--- config.mk ---
export PLATFORM = sky130hd
export DESIGN_NAME = task_trigger_scheduler_flat
export DESIGN_NICKNAME = d
export VERILOG_FILES = /design/src/hw/rtl/tts_pkg.sv /design/src/hw/rtl/tts_stream_if.sv /design/src/hw/rtl/tts_trigger_eval.sv /design/src/hw/rtl/task_trigger_scheduler.sv /design/src/flat_wrapper.sv
export VERILOG_INCLUDE_DIRS = /design/src /design/src/hw/rtl
export SDC_FILE = /design/constraint.sdc
export NUM_CORES = 1
export LEC_CHECK = 0
export BUFFER_PORTS_ARGS = -buffer_cell sky130_fd_sc_hd__buf_2
export CAP_MARGIN = 20
export CORE_ASPECT_RATIO = 0.75
export CORE_MARGIN = 3
export CORE_UTILIZATION = 45
export DETAILED_ROUTE_END_ITERATION = 10
export SKIP_LAST_GASP = 1
export SYNTH_ARGS = -nofsm -noshare
export SYNTH_HDL_FRONTEND = slang
export SYNTH_SLANG_ARGS = --single-unit
--- constraint.sdc ---
create_clock -name clk_i -period 5.9 [get_ports clk_i]
set_input_delay 1.77 -clock clk_i [delete_from_list [all_inputs] [get_ports clk_i]]
set_output_delay 1.77 -clock clk_i [all_outputs]
set_load 0.05 [all_outputs]
--- src/hw/rtl/task_trigger_scheduler_assert.svh ---
// ----------------------------------------------------------------------------
// Task trigger scheduler assertion macros
// Concurrent assertion helpers, clocked on the rising edge and disabled while
// the asynchronous active-low reset is asserted.
// ----------------------------------------------------------------------------
`ifndef TASK_TRIGGER_SCHEDULER_ASSERT_SVH
`define TASK_TRIGGER_SCHEDULER_ASSERT_SVH

// The property must hold at every rising clock edge out of reset.
`define TTS_ASSERT(label, clk, rst_n, prop, msg) \
  label: assert property (@(posedge clk) disable iff (!(rst_n)) (prop)) \
    else $error(msg);

// When the antecedent holds, the consequent must hold in the next cycle.
`define TTS_ASSERT_NEXT(label, clk, rst_n, ante, cons, msg) \
  label: assert property (@(posedge clk) disable iff (!(rst_n)) (ante) |=> (cons)) \
    else $error(msg);

`endif

--- src/hw/rtl/tts_pkg.sv ---
// ----------------------------------------------------------------------------
// Task trigger scheduler package
// Beat types, trigger cause codes and per-task update record.
// ----------------------------------------------------------------------------
package tts_pkg;

  localparam int unsigned TaskIdxW  = 3;
  localparam int unsigned TimeW     = 32;
  localparam int unsigned TaskSpace = 2 ** TaskIdxW;

  typedef enum logic [1:0] {
    CauseNone     = 2'd0,
    CauseSingle   = 2'd1,
    CauseInterval = 2'd2
  } cause_e;

  typedef struct packed {
    logic [TaskIdxW-1:0] task_index;
    logic                resource_running;
    logic                task_available;
    logic                single_level;
    logic [TimeW-1:0]    interval_ms;
    logic [TimeW-1:0]    now_ms;
  } in_beat_t;

  typedef struct packed {
    logic [TaskIdxW-1:0] result_task;
    cause_e              trigger_cause;
  } out_beat_t;

  typedef struct packed {
    logic             single_prev;
    logic [TimeW-1:0] interval_start;
  } task_state_t;

  typedef struct packed {
    logic             prev_we;
    logic             single_prev;
    logic             start_we;
    logic [TimeW-1:0] interval_start;
  } task_update_t;

endpackage

--- src/hw/rtl/tts_stream_if.sv ---
// ----------------------------------------------------------------------------
// Task trigger scheduler stream interface
// Valid/ready channel carrying one payload beat per handshake.
// ----------------------------------------------------------------------------
interface tts_stream_if #(
  parameter type payload_t = logic
);

  logic     valid;
  logic     ready;
  payload_t payload;

  modport source (
    output valid,
    output payload,
    input  ready
  );

  modport sink (
    input  valid,
    input  payload,
    output ready
  );

endinterface

--- src/hw/rtl/tts_trigger_eval.sv ---
// ----------------------------------------------------------------------------
// Task trigger evaluator
// Decides the trigger cause for one tick and the new state of its task.
// ----------------------------------------------------------------------------
module tts_trigger_eval (
  input  tts_pkg::in_beat_t     beat_i,
  input  logic                  in_range_i,
  input  tts_pkg::task_state_t  state_i,
  output tts_pkg::cause_e       cause_o,
  output tts_pkg::task_update_t update_o
);

  logic [tts_pkg::TimeW-1:0] elapsed;

  assign elapsed = beat_i.now_ms - state_i.interval_start;

  always_comb begin
    cause_o                 = tts_pkg::CauseNone;
    update_o.prev_we        = 1'b0;
    update_o.single_prev    = 1'b0;
    update_o.start_we       = 1'b0;
    update_o.interval_start = beat_i.now_ms;
    if (in_range_i && beat_i.resource_running) begin
      if (!beat_i.task_available) begin
        update_o.prev_we  = 1'b1;
        update_o.start_we = 1'b1;
      end else begin
        update_o.prev_we     = 1'b1;
        update_o.single_prev = beat_i.single_level;
        if (beat_i.single_level) begin
          update_o.start_we = 1'b1;
          if (!state_i.single_prev) begin
            cause_o = tts_pkg::CauseSingle;
          end
        end else if ((beat_i.interval_ms != '0) && (elapsed >= beat_i.interval_ms)) begin
          cause_o           = tts_pkg::CauseInterval;
          update_o.start_we = 1'b1;
        end
      end
    end
  end

endmodule

--- src/hw/rtl/task_trigger_scheduler.sv ---
// ----------------------------------------------------------------------------
// Task trigger scheduler
// Per-task SINGLE edge and cyclic interval trigger unit.
// ----------------------------------------------------------------------------
// Each input beat is one scheduler tick for one task and yields exactly one
// result beat carrying the task index and the trigger cause. A new tick is
// taken in every cycle while the output is not stalled. The result beat is
// presented once the tick has passed the input register and the single
// read-modify-write of the per-task state registers into the result register.
// Task state is cleared by reset, and ticks for an index at or beyond
// MAX_TASKS leave the state untouched and report no trigger.
module task_trigger_scheduler #(
  parameter int unsigned MAX_TASKS = 8
) (
  input logic              clk_i,
  input logic              rst_ni,
  tts_stream_if.sink       in_i,
  tts_stream_if.source     out_o
);

  `include "task_trigger_scheduler_assert.svh"

  localparam int unsigned NumSlots =
    (MAX_TASKS < tts_pkg::TaskSpace) ? MAX_TASKS : tts_pkg::TaskSpace;
  localparam int unsigned SlotW = (NumSlots > 1) ? $clog2(NumSlots) : 1;

  logic                      s1_valid_q;
  tts_pkg::in_beat_t         s1_beat_q;
  logic                      out_valid_q;
  tts_pkg::out_beat_t        out_beat_q;

  logic                      single_prev_q [NumSlots];
  logic [tts_pkg::TimeW-1:0] interval_start_q [NumSlots];

  logic                      out_free;
  logic                      s1_advance;
  logic                      in_range;
  logic [SlotW-1:0]          slot;
  tts_pkg::task_state_t      cur_state;
  tts_pkg::cause_e           cause;
  tts_pkg::task_update_t     update;

  assign out_free   = !out_valid_q || out_o.ready;
  assign s1_advance = s1_valid_q && out_free;
  assign in_i.ready = !s1_valid_q || out_free;

  assign in_range = 32'(s1_beat_q.task_index) < MAX_TASKS;
  assign slot     = SlotW'(s1_beat_q.task_index);

  always_comb begin
    cur_state.single_prev    = 1'b0;
    cur_state.interval_start = '0;
    if (in_range) begin
      cur_state.single_prev    = single_prev_q[slot];
      cur_state.interval_start = interval_start_q[slot];
    end
  end

  tts_trigger_eval u_eval (
    .beat_i     (s1_beat_q),
    .in_range_i (in_range),
    .state_i    (cur_state),
    .cause_o    (cause),
    .update_o   (update)
  );

  always_ff @(posedge clk_i or negedge rst_ni) begin
    if (!rst_ni) begin
      s1_valid_q <= 1'b0;
    end else if (in_i.ready) begin
      s1_valid_q <= in_i.valid;
    end
  end

  always_ff @(posedge clk_i) begin
    if (in_i.ready && in_i.valid) begin
      s1_beat_q <= in_i.payload;
    end
  end

  always_ff @(posedge clk_i or negedge rst_ni) begin
    if (!rst_ni) begin
      out_valid_q <= 1'b0;
    end else if (out_free) begin
      out_valid_q <= s1_valid_q;
    end
  end

  always_ff @(posedge clk_i) begin
    if (s1_advance) begin
      out_beat_q.result_task   <= s1_beat_q.task_index;
      out_beat_q.trigger_cause <= cause;
    end
  end

  always_ff @(posedge clk_i or negedge rst_ni) begin
    if (!rst_ni) begin
      for (int i = 0; i < NumSlots; i++) begin
        single_prev_q[i]    <= 1'b0;
        interval_start_q[i] <= '0;
      end
    end else if (s1_advance) begin
      if (update.prev_we) begin
        single_prev_q[slot] <= update.single_prev;
      end
      if (update.start_we) begin
        interval_start_q[slot] <= update.interval_start;
      end
    end
  end

  assign out_o.valid   = out_valid_q;
  assign out_o.payload = out_beat_q;

  `TTS_ASSERT_NEXT(a_advance_fills_output, clk_i, rst_ni, s1_advance, out_valid_q,
                   "Advanced tick did not reach the output register.")
  `TTS_ASSERT(a_trigger_needs_live_task, clk_i, rst_ni,
              !s1_valid_q || (cause == tts_pkg::CauseNone) ||
              (in_range && s1_beat_q.resource_running && s1_beat_q.task_available),
              "Trigger reported for an ignored or unavailable task.")
  `TTS_ASSERT_NEXT(a_single_sets_history, clk_i, rst_ni,
                   s1_advance && (cause == tts_pkg::CauseSingle),
                   single_prev_q[$past(slot)],
                   "SINGLE trigger did not record the high level.")

endmodule

--- src/flat_wrapper.sv ---
// flat-port wrapper written by rule: the top's interface ports become plain ports
module task_trigger_scheduler_flat 
#(
  parameter int unsigned MAX_TASKS = 8
)
  (clk_i, rst_ni, in_i_valid, in_i_payload, in_i_ready, out_o_valid, out_o_payload, out_o_ready);
  tts_stream_if #(.payload_t(tts_pkg::in_beat_t)) in_i_i ();
  tts_stream_if #(.payload_t(tts_pkg::out_beat_t)) out_o_i ();
  input logic clk_i;
  input logic rst_ni;
  input wire logic [$bits(in_i_i.valid)-1:0] in_i_valid;
  input wire logic [$bits(in_i_i.payload)-1:0] in_i_payload;
  output wire logic [$bits(in_i_i.ready)-1:0] in_i_ready;
  output wire logic [$bits(out_o_i.valid)-1:0] out_o_valid;
  output wire logic [$bits(out_o_i.payload)-1:0] out_o_payload;
  input wire logic [$bits(out_o_i.ready)-1:0] out_o_ready;
  assign in_i_i.valid = in_i_valid;
  assign in_i_i.payload = in_i_payload;
  assign in_i_ready = in_i_i.ready;
  assign out_o_valid = out_o_i.valid;
  assign out_o_payload = out_o_i.payload;
  assign out_o_i.ready = out_o_ready;
  task_trigger_scheduler #(.MAX_TASKS(MAX_TASKS)) u_core (.clk_i(clk_i), .rst_ni(rst_ni), .in_i(in_i_i), .out_o(out_o_i));
endmodule
**Word-level counts from Yosys, hierarchy flattened**

Index checks and enable logic that the tools add are counted.

- Add/sub/neg operators: 1
- Order comparisons: 3
- Mux-type cells: 20
- Bitwise operators: 1
- Reductions and logical operators: 12

Operators with widths:

| operator | count |
|---|---|
| bitwise mux 256 bit | 1 |
| binary-select mux 32 bit (select 3 bit) | 1 |
| demux 32 bit (select 3 bit) | 1 |
| two-way mux 32 bit | 3 |
| greater-or-equal comparator 32 bit | 1 |
| nonzero test 32 bit | 1 |
| subtractor 32 bit | 1 |
| bitwise mux 8 bit | 1 |
| two-way mux 1 bit | 8 |
| AND reduction 2 bit | 3 |
| greater-or-equal comparator 4 bit (second input constant) | 1 |
| logical AND 1 bit | 4 |
| < comparator 4 x 1 -> 1 bit (second input constant) | 1 |
| two-way mux 2 bit | 2 |
| inverter 3 -> 4 bit | 1 |
| binary-select mux 1 bit (select 3 bit) | 1 |
| demux 1 bit (select 3 bit) | 1 |
| two-way mux 3 bit | 1 |
| logical NOT 1 bit | 2 |
| logical OR 1 bit | 2 |

- Register bits: 341
- Input bits: 74
- Output and inout port bits: 7
- Word-level logic and storage cells: 63

**Logic depth before layout (Yosys ltp)**

- Word-level depth: 12
- Mapped depth: 29
- Depth with buffers taken out: 24

**By module**

From an unflattened synthesis, not the netlist that was laid out.

- Cell total of the unflattened synthesis: 1266
- Area, all modules: 17613.1 um^2

Modules (own cells, without submodules):

| module | instances | cells each | area an instance (um^2) | sequential area each (um^2) |
|---|---|---|---|---|
| task_trigger_scheduler | 1 | 790 | 14348.8 | 8908.5 |
| tts_trigger_eval | 1 | 476 | 3264.4 | 0.0 |

**Worst setup path after synthesis**

Ideal clock, no wire load.

- Path type: flip-flop to flip-flop
- From: register u_core.s1_beat_q (netlist bit u_core.slot[1])
- To: register u_core.interval_start_q[130] (netlist name)
- Setup time: 0.128 ns
- Arrival: 5.824 ns
- Data required time: 5.772 ns
- Setup slack: -0.052 ns
- Stages on the path, launching flop included: 27
- Buffers on the path: 6
- Period minus slack after synthesis: 5.952 ns
- Cell sequence: edfxtp_1 > buf_2 > nor3b_1 > clkbuf_1 > buf_1 > a22oi_1 > and3_1 > ha_1 > buf_6 > a21oi_2 > o21ai_1 > or3_1 > o21ai_2 > o221ai_2 > a221o_1 > a211oi_2 > xnor2_1 > ha_1 > a21o_1 > a21o_1 > a211oi_1 > o21ai_0 > a21oi_4 > or2_1 > buf_2 > buf_4 > mux2_1

- Cells in the longest elaborated chain, start to end: 12
- Elaborated cells between the ends (all ways): 18
- Those cells by class: 1 x add/sub; 3 x order compare; 10 x mux; 1 x bitwise; 3 x reduce/logical

RTL lines:

| element | line | RTL |
|---|---|---|
| start: declaration | task_trigger_scheduler.sv:28 | `tts_pkg::in_beat_t s1_beat_q;` |
| start signal: assignment | task_trigger_scheduler.sv:77 | `s1_beat_q <= in_i.payload;` |
| inverter 3 -> 4 bit (not written as such) * | task_trigger_scheduler.sv:55, task_trigger_scheduler.sv:107 |  |
| binary-select mux 32 bit (select 3 bit) | task_trigger_scheduler.sv:55 | `cur_state.interval_start = interval_start_q[slot];` |
| two-way mux 32 bit (not written as such) (2 in a row) | task_trigger_scheduler.sv:55 |  |
| subtractor 32 bit | tts_trigger_eval.sv:15 | `assign elapsed = beat_i.now_ms - state_i.interval_start;` |
| greater-or-equal comparator 32 bit | tts_trigger_eval.sv:35 | `end else if ((beat_i.interval_ms != '0) && (elapsed >= beat_i.interval_ms)) begin` |
| logical AND 1 bit | tts_trigger_eval.sv:35 |  |
| two-way mux 1 bit | tts_trigger_eval.sv:35 |  |
| two-way mux 1 bit | tts_trigger_eval.sv:30 | `if (beat_i.single_level) begin` |
| two-way mux 1 bit | tts_trigger_eval.sv:24 | `if (!beat_i.task_available) begin` |
| two-way mux 3 bit | tts_trigger_eval.sv:23 | `if (in_range_i && beat_i.resource_running) begin` |
| AND reduction 2 bit (no line) | - |  |
| end signal: indexed assignment | task_trigger_scheduler.sv:107 | `interval_start_q[slot] <= update.interval_start;` |
| end: declaration | task_trigger_scheduler.sv:33 | `logic [tts_pkg::TimeW-1:0] interval_start_q [NumSlots];` |

Mark *: on every way between the ends. The rest lies on a longest branch, timed or not. The select of a mux whose other input is x is not followed.
A chain may end at the register's enable or synchronous reset.

**Final worst setup path**

- From: register u_core.s1_beat_q (netlist bit u_core.slot[0])
- To: register u_core.interval_start_q[2] (netlist name)

The elaborated chain is that of the path after synthesis.

==> metrics.csv <==
metric,value,unit
CP max stage delay,430,ps
Clk pwr share,29.6,%
Max Cap Violations,0,
CTS H-tree depth,2,
Post-Syn Area per Cell,13.2,um2
Fmax,172,MHz
cts hold-fix bufs,0,
post-synth cell types,56,
number of synthesized flops with an enable pin,75,
CP max stage cell,edfxtp_1,
Initial Util,46.0,%
die area,0.0381,mm2
Sw Share,29.8,%
"Seq/Total Area, Yosys",55.4,%
die width,224,um
crit path DAT,6240,ps
slew margin rel.,32.8,%
worst min-delay path endpoint,u_core.single_prev_q[3],
layout cells sized above 1,36.5,%
Hold Path Depth,2,
run status,finished clean,
"top cells by area, synth","dfrtp_1 41%, edfxtp_1 14%, mux2_2 9.3%",
Post-Synth Adder-Cell Area,5.10,%
Ant. Diodes,0,
crit path time final,5820,ps
RSZ-0062 raised after global routing,true,
placement row count,59,
Die Ht,170,um
stages on the worst setup path,29,
vias in the first global route,11000,
clk_skew,15.3,ps
CTS root buf,clkbuf_16,
critical path class,reg2reg,
Routed Antenna Nets,0,
worst reg2reg path endpoint,u_core.interval_start_q[2],
layout overhead on the synthesized area,26.9,%
startpoint class of the critical path,flip-flop,
Worst path top cell family by delay,compound AO/OA/AOI/OAI gates,
# IOs,81,
count of nets after finishing,1589,
Pins Over Slew Limit,0,
Net Sw Power,0.00244,W
core area,0.0350,mm2
final worst setup slack,75.5,ps
Worst EP required,6310,ps
fill count,2855,
Hold Fails Final Rpt,0,
initial antenna violation count,0,
Synth Warn #,0,
Setup crit end kind,flip-flop,
total track usage,22.5,%
"non-filler cells, final",1935,
Max VDD drop,0.241,mV
via count,11100,
crit-path most repeated cell,buf_6,
Sink Count,341,
Clock Path Buffers,3,
placed insts,1834,
Hold Worst Slack,489,ps
share of Yosys cell area claimed by the top area cell type,41.4,%
drt first-iter violations,725,
Reg-to-Reg Start,u_core.slot[0],
largest net degree at the start of global routing,108,
Leak,8.98,nW
R2R Setup Slk,80,ps
post-synth top area cell,dfrtp_1,
cell internal pwr,0.00575,W
Mapped Nets,1360,
DRC Markers,0,
"Period Utilization, post-route",98.7,%
HP Start,u_core.single_prev_q[3],
Final setup viols,0,
sequential share of power,41.6,%
clk_lat worst skew,530,ps
most common flop cell mapped by yosys,dfrtp_1,
Power Dens Cells,401,mW/mm2
Post-Synthesis Cells,1221,
Synth top cells by count,"266 x dfrtp_1, 133 x mux2_2, 121 x mux2_1",
fraction of the mapped netlist area in compound gates,11.5,%
DR WL/cell,22.6,um
Via density,5.75,
gr ovfl total,0,
crit path buf inv count,8,
CTS tree,built,
DP Worst Slack,-358,ps
Hold Path Class,reg2reg,
XOR/XNOR Fraction of Synth Area,1.58,%
top-count cell post-synth,dfrtp_1,
HPWL Detailed,29100,um
TritonRoute pass-1 iters,5,
mux contribution to synthesized area,18.0,%
combinational power share,28.8,%
worst r2r path cells,29,
crit-path max FO,8,
first-pass GRT wire length,66000,um
final WL,43700,um
"CTS clk-pin slew, worst paths",60,ps
CTS buffer count,37,
ys async rst share,78.0,%
placer congestion estimate,0.853,
synthesized area,0.0161,mm2
Finished Cell Area,0.0204,mm2
dpl cell area,0.0181,mm2
IO buf count,80,
main combinational cell family by area after synthesis,multiplexers,
Seq cells post-synth,341,
slew at the pin closest to its max-slew limit,1010,ps
Post-Synth Simple-Gate Area,5.31,%
## state kept, by name, summed over array words and instances (netlist names)
signal and count:
u_core.interval_start_q 256, u_core.s1_beat_q 67, u_core.single_prev_q 8, u_core.out_o.payload 5, u_core.slot 3, u_core.out_o.valid 1
u_core.s1_valid_q 1
## power by group through the flow
stage,Combinational (W),Clock [W],Sequential [W]
after floorplan,0.00140,0,0.00330
after global placement,0.00202,0,0.00339
after detailed placement,0.00208,0,0.00341
after CTS,0.00219,0.00248,0.00338
after global routing,0.00260,0.00257,0.00347
final,0.00236,0.00242,0.00340
## layout by cell type, fill, tap and decap left out, types with 42 or more instances in the layout
cell type	count
buf_2	79
ha_1	51
clkbuf_16	42
dfrtp_1	266
inv_1	51
a22oi_1	67
mux2_1	120
edfxtp_1	75
mux2_2	132
buf_4	121
## stage by stage
| step | utilization (%) | TNS [ps] | total power (W) |
|---|---|---|---|
| floorplan | - | 0 | 0.00470 |
| global placement | 51.8 | -78070 | 0.00542 |
| detailed placement | 51.8 | -66910 | 0.00550 |
| CTS | 56.7 | 0 | 0.00806 |
| global route | 58.3 | -15660 | 0.00864 |
| finish | 58.3 | 0 | 0.00819 |
## routing by layer
layer | GRT usage, % | share of wire [%] | vias up
met1 | 34.5 | 50 | 5721
met4 | 5.44 | 1.9 | 0
met3 | 3.61 | 4.7 | 52
li1 | - | - | 5061
met5 | 0 | 0 | -
met2 | 33.6 | 44 | 284
## cells by family after synthesis
kind of cell               count (synthesis)
DFF                                      341
xor gates and xnor gates                  29
buffers and inverters                    115
adders and majority gates                 65
muxes                                    257
and+or+nand+nor                          161
AOI/OAI and AO/OA                        253
## worst reg2reg max path, delay by kind of cell, from the launching register on
| kind | cells | cell delay (ps) |
|---|---|---|
| buffers and inverters | 8 | 1150 |
| XOR/XNOR | 1 | 140 |
| AND/OR/NAND/NOR | 3 | 360 |
| AO/OA/AOI/OAI | 14 | 2840 |
| flip-flops | 1 | 430 |
| multiplexers | 1 | 300 |
| adder cells (fa/ha/maj) | 2 | 470 |
## worst max path at each step
stage	slack, ps	startpoint	to
finish	80	u_core.slot[0]	u_core.interval_start_q[2]
CTS	0.8	u_core.slot[0]	u_core.interval_start_q[114]
global placement	-420	u_core.slot[1]	u_core.interval_start_q[120]
global route	-130	u_core.slot[1]	u_core.interval_start_q[20]
floorplan	40	u_core.slot[0]	u_core.interval_start_q[130]
detailed placement	-360	u_core.slot[1]	u_core.interval_start_q[114]
## cell type report
| type | count | area, um2 | area share [%] |
|---|---|---|---|
| inverter | 51 | 191 | 0.938 |
| sequential | 341 | 8910 | 43.7 |
| clock buffer | 50 | 1070 | 5.23 |
| multi-input combinational | 765 | 7230 | 35.5 |
| timing repair buffer | 254 | 2230 | 10.9 |
| tap | 457 | 572 | 2.80 |
| clock inverter | 17 | 204 | 1.00 |
## timing repair
action / CTS / global route
pin swaps: 35 / 55
cloned: 2 / 3
resized for setup: 53 / 72
endpoints found under the setup margin: 256 / 257
setup buffers: 16 / 17
Power figures use the tool's default switching activity.
